[config.mk]
export PLATFORM = sky130hd
export DESIGN_NAME = jpcr_ctrl
export DESIGN_NICKNAME = d
export VERILOG_FILES = /design/src/rtl/jpcr_pkg.sv /design/src/rtl/jpcr_ctrl.sv
export SDC_FILE = /design/constraint.sdc
export NUM_CORES = 1
export LEC_CHECK = 0
export BUFFER_PORTS_ARGS = -buffer_cell sky130_fd_sc_hd__buf_2
export CAP_MARGIN = 20
export CORE_ASPECT_RATIO = 0.5
export CORE_MARGIN = 4
export CORE_UTILIZATION = 60
export DETAILED_ROUTE_END_ITERATION = 10
export GPL_ROUTABILITY_DRIVEN = 0
export HOLD_SLACK_MARGIN = 0.08
export PLACE_DENSITY = 0.92
export SLEW_MARGIN = 5
export SYNTH_ARGS = -nofsm -noshare
export SYNTH_HDL_FRONTEND = slang
export SYNTH_SLANG_ARGS = --single-unit
[constraint.sdc]
create_clock -name clk_i -period 7.4 [get_ports clk_i]
set_input_delay 0.74 -clock clk_i [delete_from_list [all_inputs] [get_ports clk_i]]
set_output_delay 0.74 -clock clk_i [all_outputs]
set_load 0.02 [all_outputs]
[src/rtl/jpcr_pkg.sv]
// ----------------------------------------------------------------------------
// jpcr_pkg
// shared types, constants and fixed-point helpers of the pivot rotation core
// ----------------------------------------------------------------------------
package jpcr_pkg;

  localparam int unsigned DATA_W       = 32;
  localparam int unsigned IDX_W        = 6;
  localparam int unsigned MAX_ROWS_DEF = 64;

  // 1.0 in q1.30
  localparam logic signed [31:0] ONE_Q30 = 32'sh4000_0000;

  typedef enum logic [5:0] {
    ST_IDLE,
    ST_BAD,
    ST_RD_P,
    ST_RD_Q,
    ST_LOAD,
    ST_DIFF,
    ST_MUL_DD,
    ST_MUL_CC,
    ST_TEST,
    ST_MUL_C2,
    ST_MUL_D2,
    ST_SQ1_GO,
    ST_SQ1_WT,
    ST_DIV1_GO,
    ST_DIV1_WT,
    ST_MUL_TM,
    ST_SQ2_GO,
    ST_SQ2_WT,
    ST_DIV2_GO,
    ST_DIV2_WT,
    ST_MUL_TC,
    ST_SV,
    ST_M_CC,
    ST_M_SS,
    ST_M_SC,
    ST_SC2,
    ST_NP0,
    ST_NP1,
    ST_NP2,
    ST_NP3,
    ST_NQ0,
    ST_NQ1,
    ST_NQ2,
    ST_NQ3,
    ST_E_RD,
    ST_E_M0,
    ST_E_M1,
    ST_E_M2,
    ST_E_M3,
    ST_E_M4,
    ST_E_OUT
  } step_e;

  typedef struct packed {
    step_e            step;
    logic             wr_en;
    logic [IDX_W-1:0] row;
    logic             ovr_p;
    logic             ovr_q;
    logic             bad;
    logic             last_row;
  } cmd_t;

  typedef struct packed {
    logic rot;
    logic u_zero;
    logic sq_done;
    logic div_done;
  } status_t;

  // floor(x / 2^30 + 1/2)
  function automatic logic signed [37:0] rescale30(input logic signed [67:0] x);
    logic signed [67:0] y;
    y = x + 68'sd536870912;
    return y[67:30];
  endfunction

  function automatic logic signed [31:0] sat32(input logic signed [37:0] x);
    logic signed [31:0] r;
    if (x > 38'sd2147483647) r = 32'sh7fff_ffff;
    else if (x < -38'sd2147483648) r = 32'sh8000_0000;
    else r = x[31:0];
    return r;
  endfunction

endpackage

[src/rtl/jpcr_ctrl.sv]
// ----------------------------------------------------------------------------
// jpcr_ctrl
// sequencer for loading, rotation solve and element emission
// ----------------------------------------------------------------------------
module jpcr_ctrl #(
  parameter int unsigned MAX_ROWS = jpcr_pkg::MAX_ROWS_DEF
) (
  input  logic                       clk_i,
  input  logic                       rst_ni,
  input  logic                       start,
  output logic                       busy,
  input  logic [jpcr_pkg::IDX_W-1:0] p_index_i,
  input  logic [jpcr_pkg::IDX_W-1:0] q_index_i,
  input  logic                       last_item_i,
  output jpcr_pkg::cmd_t             cmd_o,
  input  jpcr_pkg::status_t          status_i,
  output logic                       result_strobe_o
);

  localparam int unsigned CW = $clog2(MAX_ROWS + 1);

  jpcr_pkg::step_e state_q, state_d;
  logic [CW-1:0] count_q, count_d, n_q, n_d, k_q, k_d, n_new;
  logic [jpcr_pkg::IDX_W-1:0] p_q, p_d, q_q, q_d;
  logic bad_q, bad_d, strobe_q, wr_ok, last_row;

  assign wr_ok    = (count_q < CW'(MAX_ROWS));
  assign n_new    = wr_ok ? CW'(count_q + 1'b1) : count_q;
  assign last_row = (CW'(k_q + 1'b1) == n_q);

  always_comb begin
    state_d = state_q;
    count_d = count_q;
    n_d     = n_q;
    k_d     = k_q;
    p_d     = p_q;
    q_d     = q_q;
    bad_d   = bad_q;

    cmd_o.step     = state_q;
    cmd_o.wr_en    = 1'b0;
    cmd_o.row      = 6'(k_q);
    cmd_o.ovr_p    = !bad_q && (8'(k_q) == 8'(p_q));
    cmd_o.ovr_q    = !bad_q && (8'(k_q) == 8'(q_q));
    cmd_o.bad      = bad_q;
    cmd_o.last_row = last_row;

    case (state_q)
      jpcr_pkg::ST_IDLE: begin
        cmd_o.row = 6'(count_q);
        if (start) begin
          cmd_o.wr_en = wr_ok;
          if (last_item_i) begin
            n_d     = n_new;
            p_d     = p_index_i;
            q_d     = q_index_i;
            bad_d   = (p_index_i >= q_index_i) || (8'(q_index_i) >= 8'(n_new));
            k_d     = '0;
            count_d = '0;
            state_d = ((p_index_i >= q_index_i) || (8'(q_index_i) >= 8'(n_new)))
                    ? jpcr_pkg::ST_BAD : jpcr_pkg::ST_RD_P;
          end else begin
            count_d = n_new;
          end
        end
      end
      jpcr_pkg::ST_BAD: state_d = jpcr_pkg::ST_E_RD;
      jpcr_pkg::ST_RD_P: begin
        cmd_o.row = p_q;
        state_d   = jpcr_pkg::ST_RD_Q;
      end
      jpcr_pkg::ST_RD_Q: begin
        cmd_o.row = q_q;
        state_d   = jpcr_pkg::ST_LOAD;
      end
      jpcr_pkg::ST_LOAD:   state_d = jpcr_pkg::ST_DIFF;
      jpcr_pkg::ST_DIFF:   state_d = jpcr_pkg::ST_MUL_DD;
      jpcr_pkg::ST_MUL_DD: state_d = jpcr_pkg::ST_MUL_CC;
      jpcr_pkg::ST_MUL_CC: state_d = jpcr_pkg::ST_TEST;
      jpcr_pkg::ST_TEST:   state_d = status_i.rot ? jpcr_pkg::ST_MUL_C2 : jpcr_pkg::ST_M_CC;
      jpcr_pkg::ST_MUL_C2: state_d = jpcr_pkg::ST_MUL_D2;
      jpcr_pkg::ST_MUL_D2: state_d = jpcr_pkg::ST_SQ1_GO;
      jpcr_pkg::ST_SQ1_GO: state_d = jpcr_pkg::ST_SQ1_WT;
      jpcr_pkg::ST_SQ1_WT: if (status_i.sq_done) state_d = jpcr_pkg::ST_DIV1_GO;
      jpcr_pkg::ST_DIV1_GO:
        state_d = status_i.u_zero ? jpcr_pkg::ST_M_CC : jpcr_pkg::ST_DIV1_WT;
      jpcr_pkg::ST_DIV1_WT: if (status_i.div_done) state_d = jpcr_pkg::ST_MUL_TM;
      jpcr_pkg::ST_MUL_TM:  state_d = jpcr_pkg::ST_SQ2_GO;
      jpcr_pkg::ST_SQ2_GO:  state_d = jpcr_pkg::ST_SQ2_WT;
      jpcr_pkg::ST_SQ2_WT:  if (status_i.sq_done) state_d = jpcr_pkg::ST_DIV2_GO;
      jpcr_pkg::ST_DIV2_GO: state_d = jpcr_pkg::ST_DIV2_WT;
      jpcr_pkg::ST_DIV2_WT: if (status_i.div_done) state_d = jpcr_pkg::ST_MUL_TC;
      jpcr_pkg::ST_MUL_TC:  state_d = jpcr_pkg::ST_SV;
      jpcr_pkg::ST_SV:      state_d = jpcr_pkg::ST_M_CC;
      jpcr_pkg::ST_M_CC:    state_d = jpcr_pkg::ST_M_SS;
      jpcr_pkg::ST_M_SS:    state_d = jpcr_pkg::ST_M_SC;
      jpcr_pkg::ST_M_SC:    state_d = jpcr_pkg::ST_SC2;
      jpcr_pkg::ST_SC2:     state_d = jpcr_pkg::ST_NP0;
      jpcr_pkg::ST_NP0:     state_d = jpcr_pkg::ST_NP1;
      jpcr_pkg::ST_NP1:     state_d = jpcr_pkg::ST_NP2;
      jpcr_pkg::ST_NP2:     state_d = jpcr_pkg::ST_NP3;
      jpcr_pkg::ST_NP3:     state_d = jpcr_pkg::ST_NQ0;
      jpcr_pkg::ST_NQ0:     state_d = jpcr_pkg::ST_NQ1;
      jpcr_pkg::ST_NQ1:     state_d = jpcr_pkg::ST_NQ2;
      jpcr_pkg::ST_NQ2:     state_d = jpcr_pkg::ST_NQ3;
      jpcr_pkg::ST_NQ3:     state_d = jpcr_pkg::ST_E_RD;
      jpcr_pkg::ST_E_RD:    state_d = jpcr_pkg::ST_E_M0;
      jpcr_pkg::ST_E_M0:    state_d = jpcr_pkg::ST_E_M1;
      jpcr_pkg::ST_E_M1:    state_d = jpcr_pkg::ST_E_M2;
      jpcr_pkg::ST_E_M2:    state_d = jpcr_pkg::ST_E_M3;
      jpcr_pkg::ST_E_M3:    state_d = jpcr_pkg::ST_E_M4;
      jpcr_pkg::ST_E_M4:    state_d = jpcr_pkg::ST_E_OUT;
      jpcr_pkg::ST_E_OUT: begin
        k_d     = CW'(k_q + 1'b1);
        state_d = last_row ? jpcr_pkg::ST_IDLE : jpcr_pkg::ST_E_RD;
      end
      default: state_d = jpcr_pkg::ST_IDLE;
    endcase
  end

  always_ff @(posedge clk_i or negedge rst_ni) begin
    if (!rst_ni) begin
      state_q  <= jpcr_pkg::ST_IDLE;
      count_q  <= '0;
      n_q      <= '0;
      k_q      <= '0;
      p_q      <= '0;
      q_q      <= '0;
      bad_q    <= 1'b0;
      strobe_q <= 1'b0;
    end else begin
      state_q  <= state_d;
      count_q  <= count_d;
      n_q      <= n_d;
      k_q      <= k_d;
      p_q      <= p_d;
      q_q      <= q_d;
      bad_q    <= bad_d;
      strobe_q <= (state_q == jpcr_pkg::ST_E_OUT);
    end
  end

  assign busy            = (state_q != jpcr_pkg::ST_IDLE);
  assign result_strobe_o = strobe_q;

endmodule

# ---- Word level (Yosys, flattened, before mapping)
# Cells that the tools add are included.
dict set report op_classes {
  n_reduce_logical 12
  addsub 2
  shift 0
  order_cmp 3
  mul 0
  eq_ne 49
  bitwise_logic 0
  n_div 0
  n_mux 19
}
# operator n
set ops {}
lappend ops {{case mux 6 bit (40 select lines)} 1}
lappend ops {{== test 6 x 5 -> 1 bit (second input constant)} 16}
lappend ops {{== test 6 bit (second input constant)} 9}
lappend ops {{== test 6 x 4 -> 1 bit (second input constant)} 8}
lappend ops {{two-way mux 6 bit} 7}
lappend ops {{two-way mux 7 bit} 4}
lappend ops {{== test 6 x 3 -> 1 bit (second input constant)} 4}
lappend ops {{case mux 6 bit (3 select lines)} 1}
lappend ops {{adder 7 x 1 -> 7 bit (second input constant)} 2}
lappend ops {{== test 7 x 6 -> 1 bit} 2}
lappend ops {{case mux 7 bit (2 select lines)} 1}
lappend ops {{== test 6 x 2 -> 1 bit (second input constant)} 2}
lappend ops {{!= test 2 bit (second input constant)} 6}
lappend ops {{two-way mux 5 bit} 2}
lappend ops {{== test 7 bit} 1}
lappend ops {{>= comparator 6 x 7 -> 1 bit} 1}
lappend ops {{less-than comparator 7 bit (second input constant)} 1}
lappend ops {{== test 6 x 1 -> 1 bit (second input constant)} 1}
lappend ops {{>= comparator 6 bit} 1}
lappend ops {{zero test 6 bit} 1}
lappend ops {{AND reduction 3 bit} 2}
lappend ops {{AND reduction 6 bit} 1}
lappend ops {{nonzero test 6 bit} 1}
lappend ops {{logical AND 1 bit} 2}
lappend ops {{7 further kinds} 8}
dict set report totals {
  output_inout_bits 19
  word_cells 93
  rom_bits 0
  latchBits 0
  ram_bits 0
  n_memories 0
  input_bits 20
  register_bits 41
}

# ---- Longest topological paths before layout
dict set report logic_depth {
  depth_word 8
  mapped_depth 10
  ltp_nobuf 9
}

# ---- Worst setup path after synthesis
# No wires, ideal clock.
dict set report synth_path {
  path_kind {input -> register}
  from {in q_index_i[0] (netlist bit)}
  to {reg bad_q}
  setup_slack_ps 4939
  path_stages 8
  arrival_time_ps 2340
  setup_ps 121
  required_time_ps 7279
  n_path_buf 0
  path_cell_list {inv_1 -> ha_1 -> nand2b_1 -> a2111oi_2 -> a21oi_1 -> maj3_2 -> a31o_2 -> o22a_1}
}
dict set report synth_between {
  elab_chain_len 2
  word_cells_on_any_way 3
  classes_between {order compare (2); reduce/logical (1)}
}
# element line_no
set synth_rtl {}
lappend synth_rtl {{start, declared} jpcr_ctrl.sv:13} ;# input logic [jpcr_pkg::IDX_W-1:0] q_index_i,
lappend synth_rtl {{>= comparator 6 x 7 -> 1 bit or >= comparator 6 bit (tied branches)} jpcr_ctrl.sv:57} ;# bad_d = (p_index_i >= q_index_i) || (8'(q_index_i) >= 8'(n_new));
lappend synth_rtl {{logical OR 1 bit (*)} jpcr_ctrl.sv:57}
lappend synth_rtl {{end signal, assigned} jpcr_ctrl.sv:129} ;# bad_q <= 1'b0;
lappend synth_rtl {{end signal, assigned} jpcr_ctrl.sv:138} ;# bad_q <= bad_d;
lappend synth_rtl {{end, declared} jpcr_ctrl.sv:25} ;# logic bad_q, bad_d, strobe_q, wr_ok, last_row;
# Every way passes the cells marked *; elsewhere a longest branch is shown, timed or not.
# A chain may end at the register's enable or synchronous reset.

==> qor.csv <==
metric;value;unit
Worst-Margin Slew;0.917;ns
post-placement worst setup slack;4.66;ns
Hold Path Class;flip-flop to flip-flop;
dominant combinational cell family by area after synthesis;simple AND/OR/NAND/NOR gates;
smallest setup slack after layout;4.30;ns
register share of total power;0.381;
total leakage power;1.46;nW
cell types with the largest area share after synthesis;sky130_fd_sc_hd__dfrtp_1 (35%), sky130_fd_sc_hd__nand2_1 (8.4%), sky130_fd_sc_hd__o21ai_0 (5.9%), sky130_fd_sc_hd__ha_1 (5.1%), sky130_fd_sc_hd__xnor2_1 (4.5%);
number of antenna violations at the first check in global routing;0;
area of the die;6160;um2
n_diodes;0;
total power after layout;1.23;mW
commonest non-fill, non-tap cell in the layout;sky130_fd_sc_hd__nand2_1;
kind of start point of the critical path;flip-flop;
via-per-instance ratio;6.32;
input/output buffers;38;
H-tree levels;2;
worst hold slack;0.529;ns
wire length of the first global-routing pass;12.9;mm
post-synthesis sequential element count;41;
# IOs;39;
proportion of synthesized area in mux cells;0.0340;
Cells after Synth;356;
critical path class;flip-flop to output pin;
insertion delay of the later-clocked pin in the worst-skew pair;0.31;ns
largest net degree at the start of global routing;42;
peak ir drop on the vdd network;0.000147;V
iteration-0 DRC count of the detailed router;299;
kind of end point of the critical path;output pin;
area share of xor/xnor cells in the synthesized design;0.0832;
Initial Utilization;0.644;
area after detailed placement;3110;um2
number of hold buffers added after cts;0;
Post-Synth Adder-Cell Area;0.0548;
fraction of registers with async set or reset after synthesis;1.00;
Slew Viols, Final;0;
area share of the largest cell type after synthesis;0.348;
Die X;107;um
setup bufs post-CTS;0;
number of warnings issued by yosys;0;
utilization of the core after routing;0.699;
area fraction in compound gates after synthesis;0.206;
final number of setup-violating endpoints;0;
required time of the worst setup path;6.66;ns
detailed-routing iteration count for the pre-antenna-repair pass;5;
P_sw;0.608;mW
count of non-filler cells in the finished layout;444;
number of flops mapped to enable cells by yosys;0;
via count of the first global-routing pass;2692;
post-route clock period utilization;0.419;
DIE HEIGHT;57.6;um
sequential-to-total area share from yosys stat;0.348;
synthesized area per cell;8.28;um2
DR WL/cell;17.4;um
critical path data arrival time;2.36;ns
Placed Cells;436;
remaining antenna violation count after routing;0;
largest fanout on the critical path;10;
area of the core;4570;um2
internal power contribution;0.623;mW
Final TNS setup;0;ns
Synth Net Count;388;
total track usage;0.264;
unrepaired setup endpoints after global routing;false;
Primary FF master, synth;sky130_fd_sc_hd__dfrtp_1;
clock root buffer;sky130_fd_sc_hd__clkbuf_8;
basic-gate share of the synthesized area counting and, or, nand and nor cells;0.213;
final design instance area without fill;3200;um2
worst slew margin relative to its limit;0.389;
biggest area consumer among synthesized cells;sky130_fd_sc_hd__dfrtp_1;
routed vias;2807;
run status;completed;
detailed placer's ending HPWL;5.60;mm
Clock Pin Slew Worst Setup and Hold Paths;0.09;ns
CTS Buf Count;5;
Total Routed Length;7.72;mm
Cell variety after synth;57;
area growth from synthesis to layout;8.45;%
post-synthesis instance area;2950;um2
Clk network pwr share;0.126;
post-CTS sizing;0;
most frequent cells in the layout;sky130_fd_sc_hd__nand2_1 (66), sky130_fd_sc_hd__dfrtp_1 (41), sky130_fd_sc_hd__buf_2 (38);
CTS tree;yes;
number of sinks on the clock net;41;
cell row count;17;
net switching share of the total power;0.494;
net total in the final layout;409;
setup clock skew after layout;0.00792;ns
crit path time final;3.10;ns
combinational cell fraction of total power;0.493;
final count of hold timing violations;0;
total power per unit cell area;385;nW/um2
fraction of final layout cells sized beyond drive strength 1;0.175;
residual overflow from global routing;0;
Max-Cap Viols;0;
maximum buffer depth of the clock tree;2;
maximum clock rate;323;MHz
DRC violations left;0;
cell type report:
type                       count  area [um2]
fill                         332        1380
clock inverter                 3        21.3
sequential                    41        1030
tap                           66        82.6
multi-input combinational    275        1740
timing repair buffer          39         198
inverter                      15        56.3
clock buffer                   5        68.8
registers in the layout (all words and copies together) (netlist names):
register	cells
bad_q	1
state_q	6
k_q	7
n_q	7
q_q	6
p_q	6
result_strobe_o	1
count_q	7
layer usage:
| metal | track usage | up-vias | share of wire |
|---|---|---|---|
| met5 | 0 | - | 0 |
| met3 | 0.0520 | 36 | 0.096 |
| met1 | 0.350 | 1323 | 0.41 |
| li1 | - | 1289 | - |
| met2 | 0.432 | 159 | 0.47 |
| met4 | 0.0947 | 0 | 0.027 |
Yosys cell counts, types with 4 or more instances:
master                     count
sky130_fd_sc_hd__xor2_1       13
sky130_fd_sc_hd__xnor2_1      15
sky130_fd_sc_hd__clkbuf_1     12
sky130_fd_sc_hd__nand3_1      11
sky130_fd_sc_hd__inv_1        15
sky130_fd_sc_hd__o22ai_1       4
sky130_fd_sc_hd__buf_2        10
sky130_fd_sc_hd__ha_1         12
sky130_fd_sc_hd__mux2_2        8
sky130_fd_sc_hd__o21ai_0      35
sky130_fd_sc_hd__a21oi_1      15
sky130_fd_sc_hd__o31ai_1       9
sky130_fd_sc_hd__nand2_1      66
sky130_fd_sc_hd__and3_1        4
sky130_fd_sc_hd__dfrtp_1      41
sky130_fd_sc_hd__nor2_1       18
critical path: stages (launching register included):
cell and delay [ns]:
sky130_fd_sc_hd__dfrtp_1 0.56, sky130_fd_sc_hd__ha_1 0.32, sky130_fd_sc_hd__and3_1 0.21, sky130_fd_sc_hd__and3_1 0.23
sky130_fd_sc_hd__xnor2_1 0.10, sky130_fd_sc_hd__nor4_2 0.40, sky130_fd_sc_hd__buf_2 0.24
cell families (layout without fill, tap and decap cells):
family / Yosys count / in the layout
flops: 41 / 41
fa+ha+maj: 13 / 13
simple gates: 130 / 130
buf+inv: 40 / 62
xor+xnor: 28 / 28
mux: 9 / 9
compound gates: 95 / 95
power by group through the flow:
stage                     Combinational [mW]  Clock (mW)  Sequential, mW
final                                  0.607       0.155           0.469
after global routing                   0.667       0.167           0.482
after CTS                              0.601       0.155           0.461
after detailed placement               0.594           0           0.464
after global placement                 0.569           0           0.453
after floorplan                        0.532           0           0.372
worst paths after layout:
path | end | slack [ns] | cells after the start | from
max | cmd_o[0] | 4.30 | 6 | k_q[0]
min | n_q[6] | 0.53 | 2 | n_q[6]
max reg2reg | bad_q | 4.67 | 8 | count_q[0]
min reg2reg | n_q[6] | 0.53 | 2 | n_q[6]
max in group asynchronous | n_q[1] | 6.26 | 1 | rst_ni
min in group asynchronous | q_q[1] | 0.55 | 1 | rst_ni
Note: power is estimated with default switching activity, not from simulation.
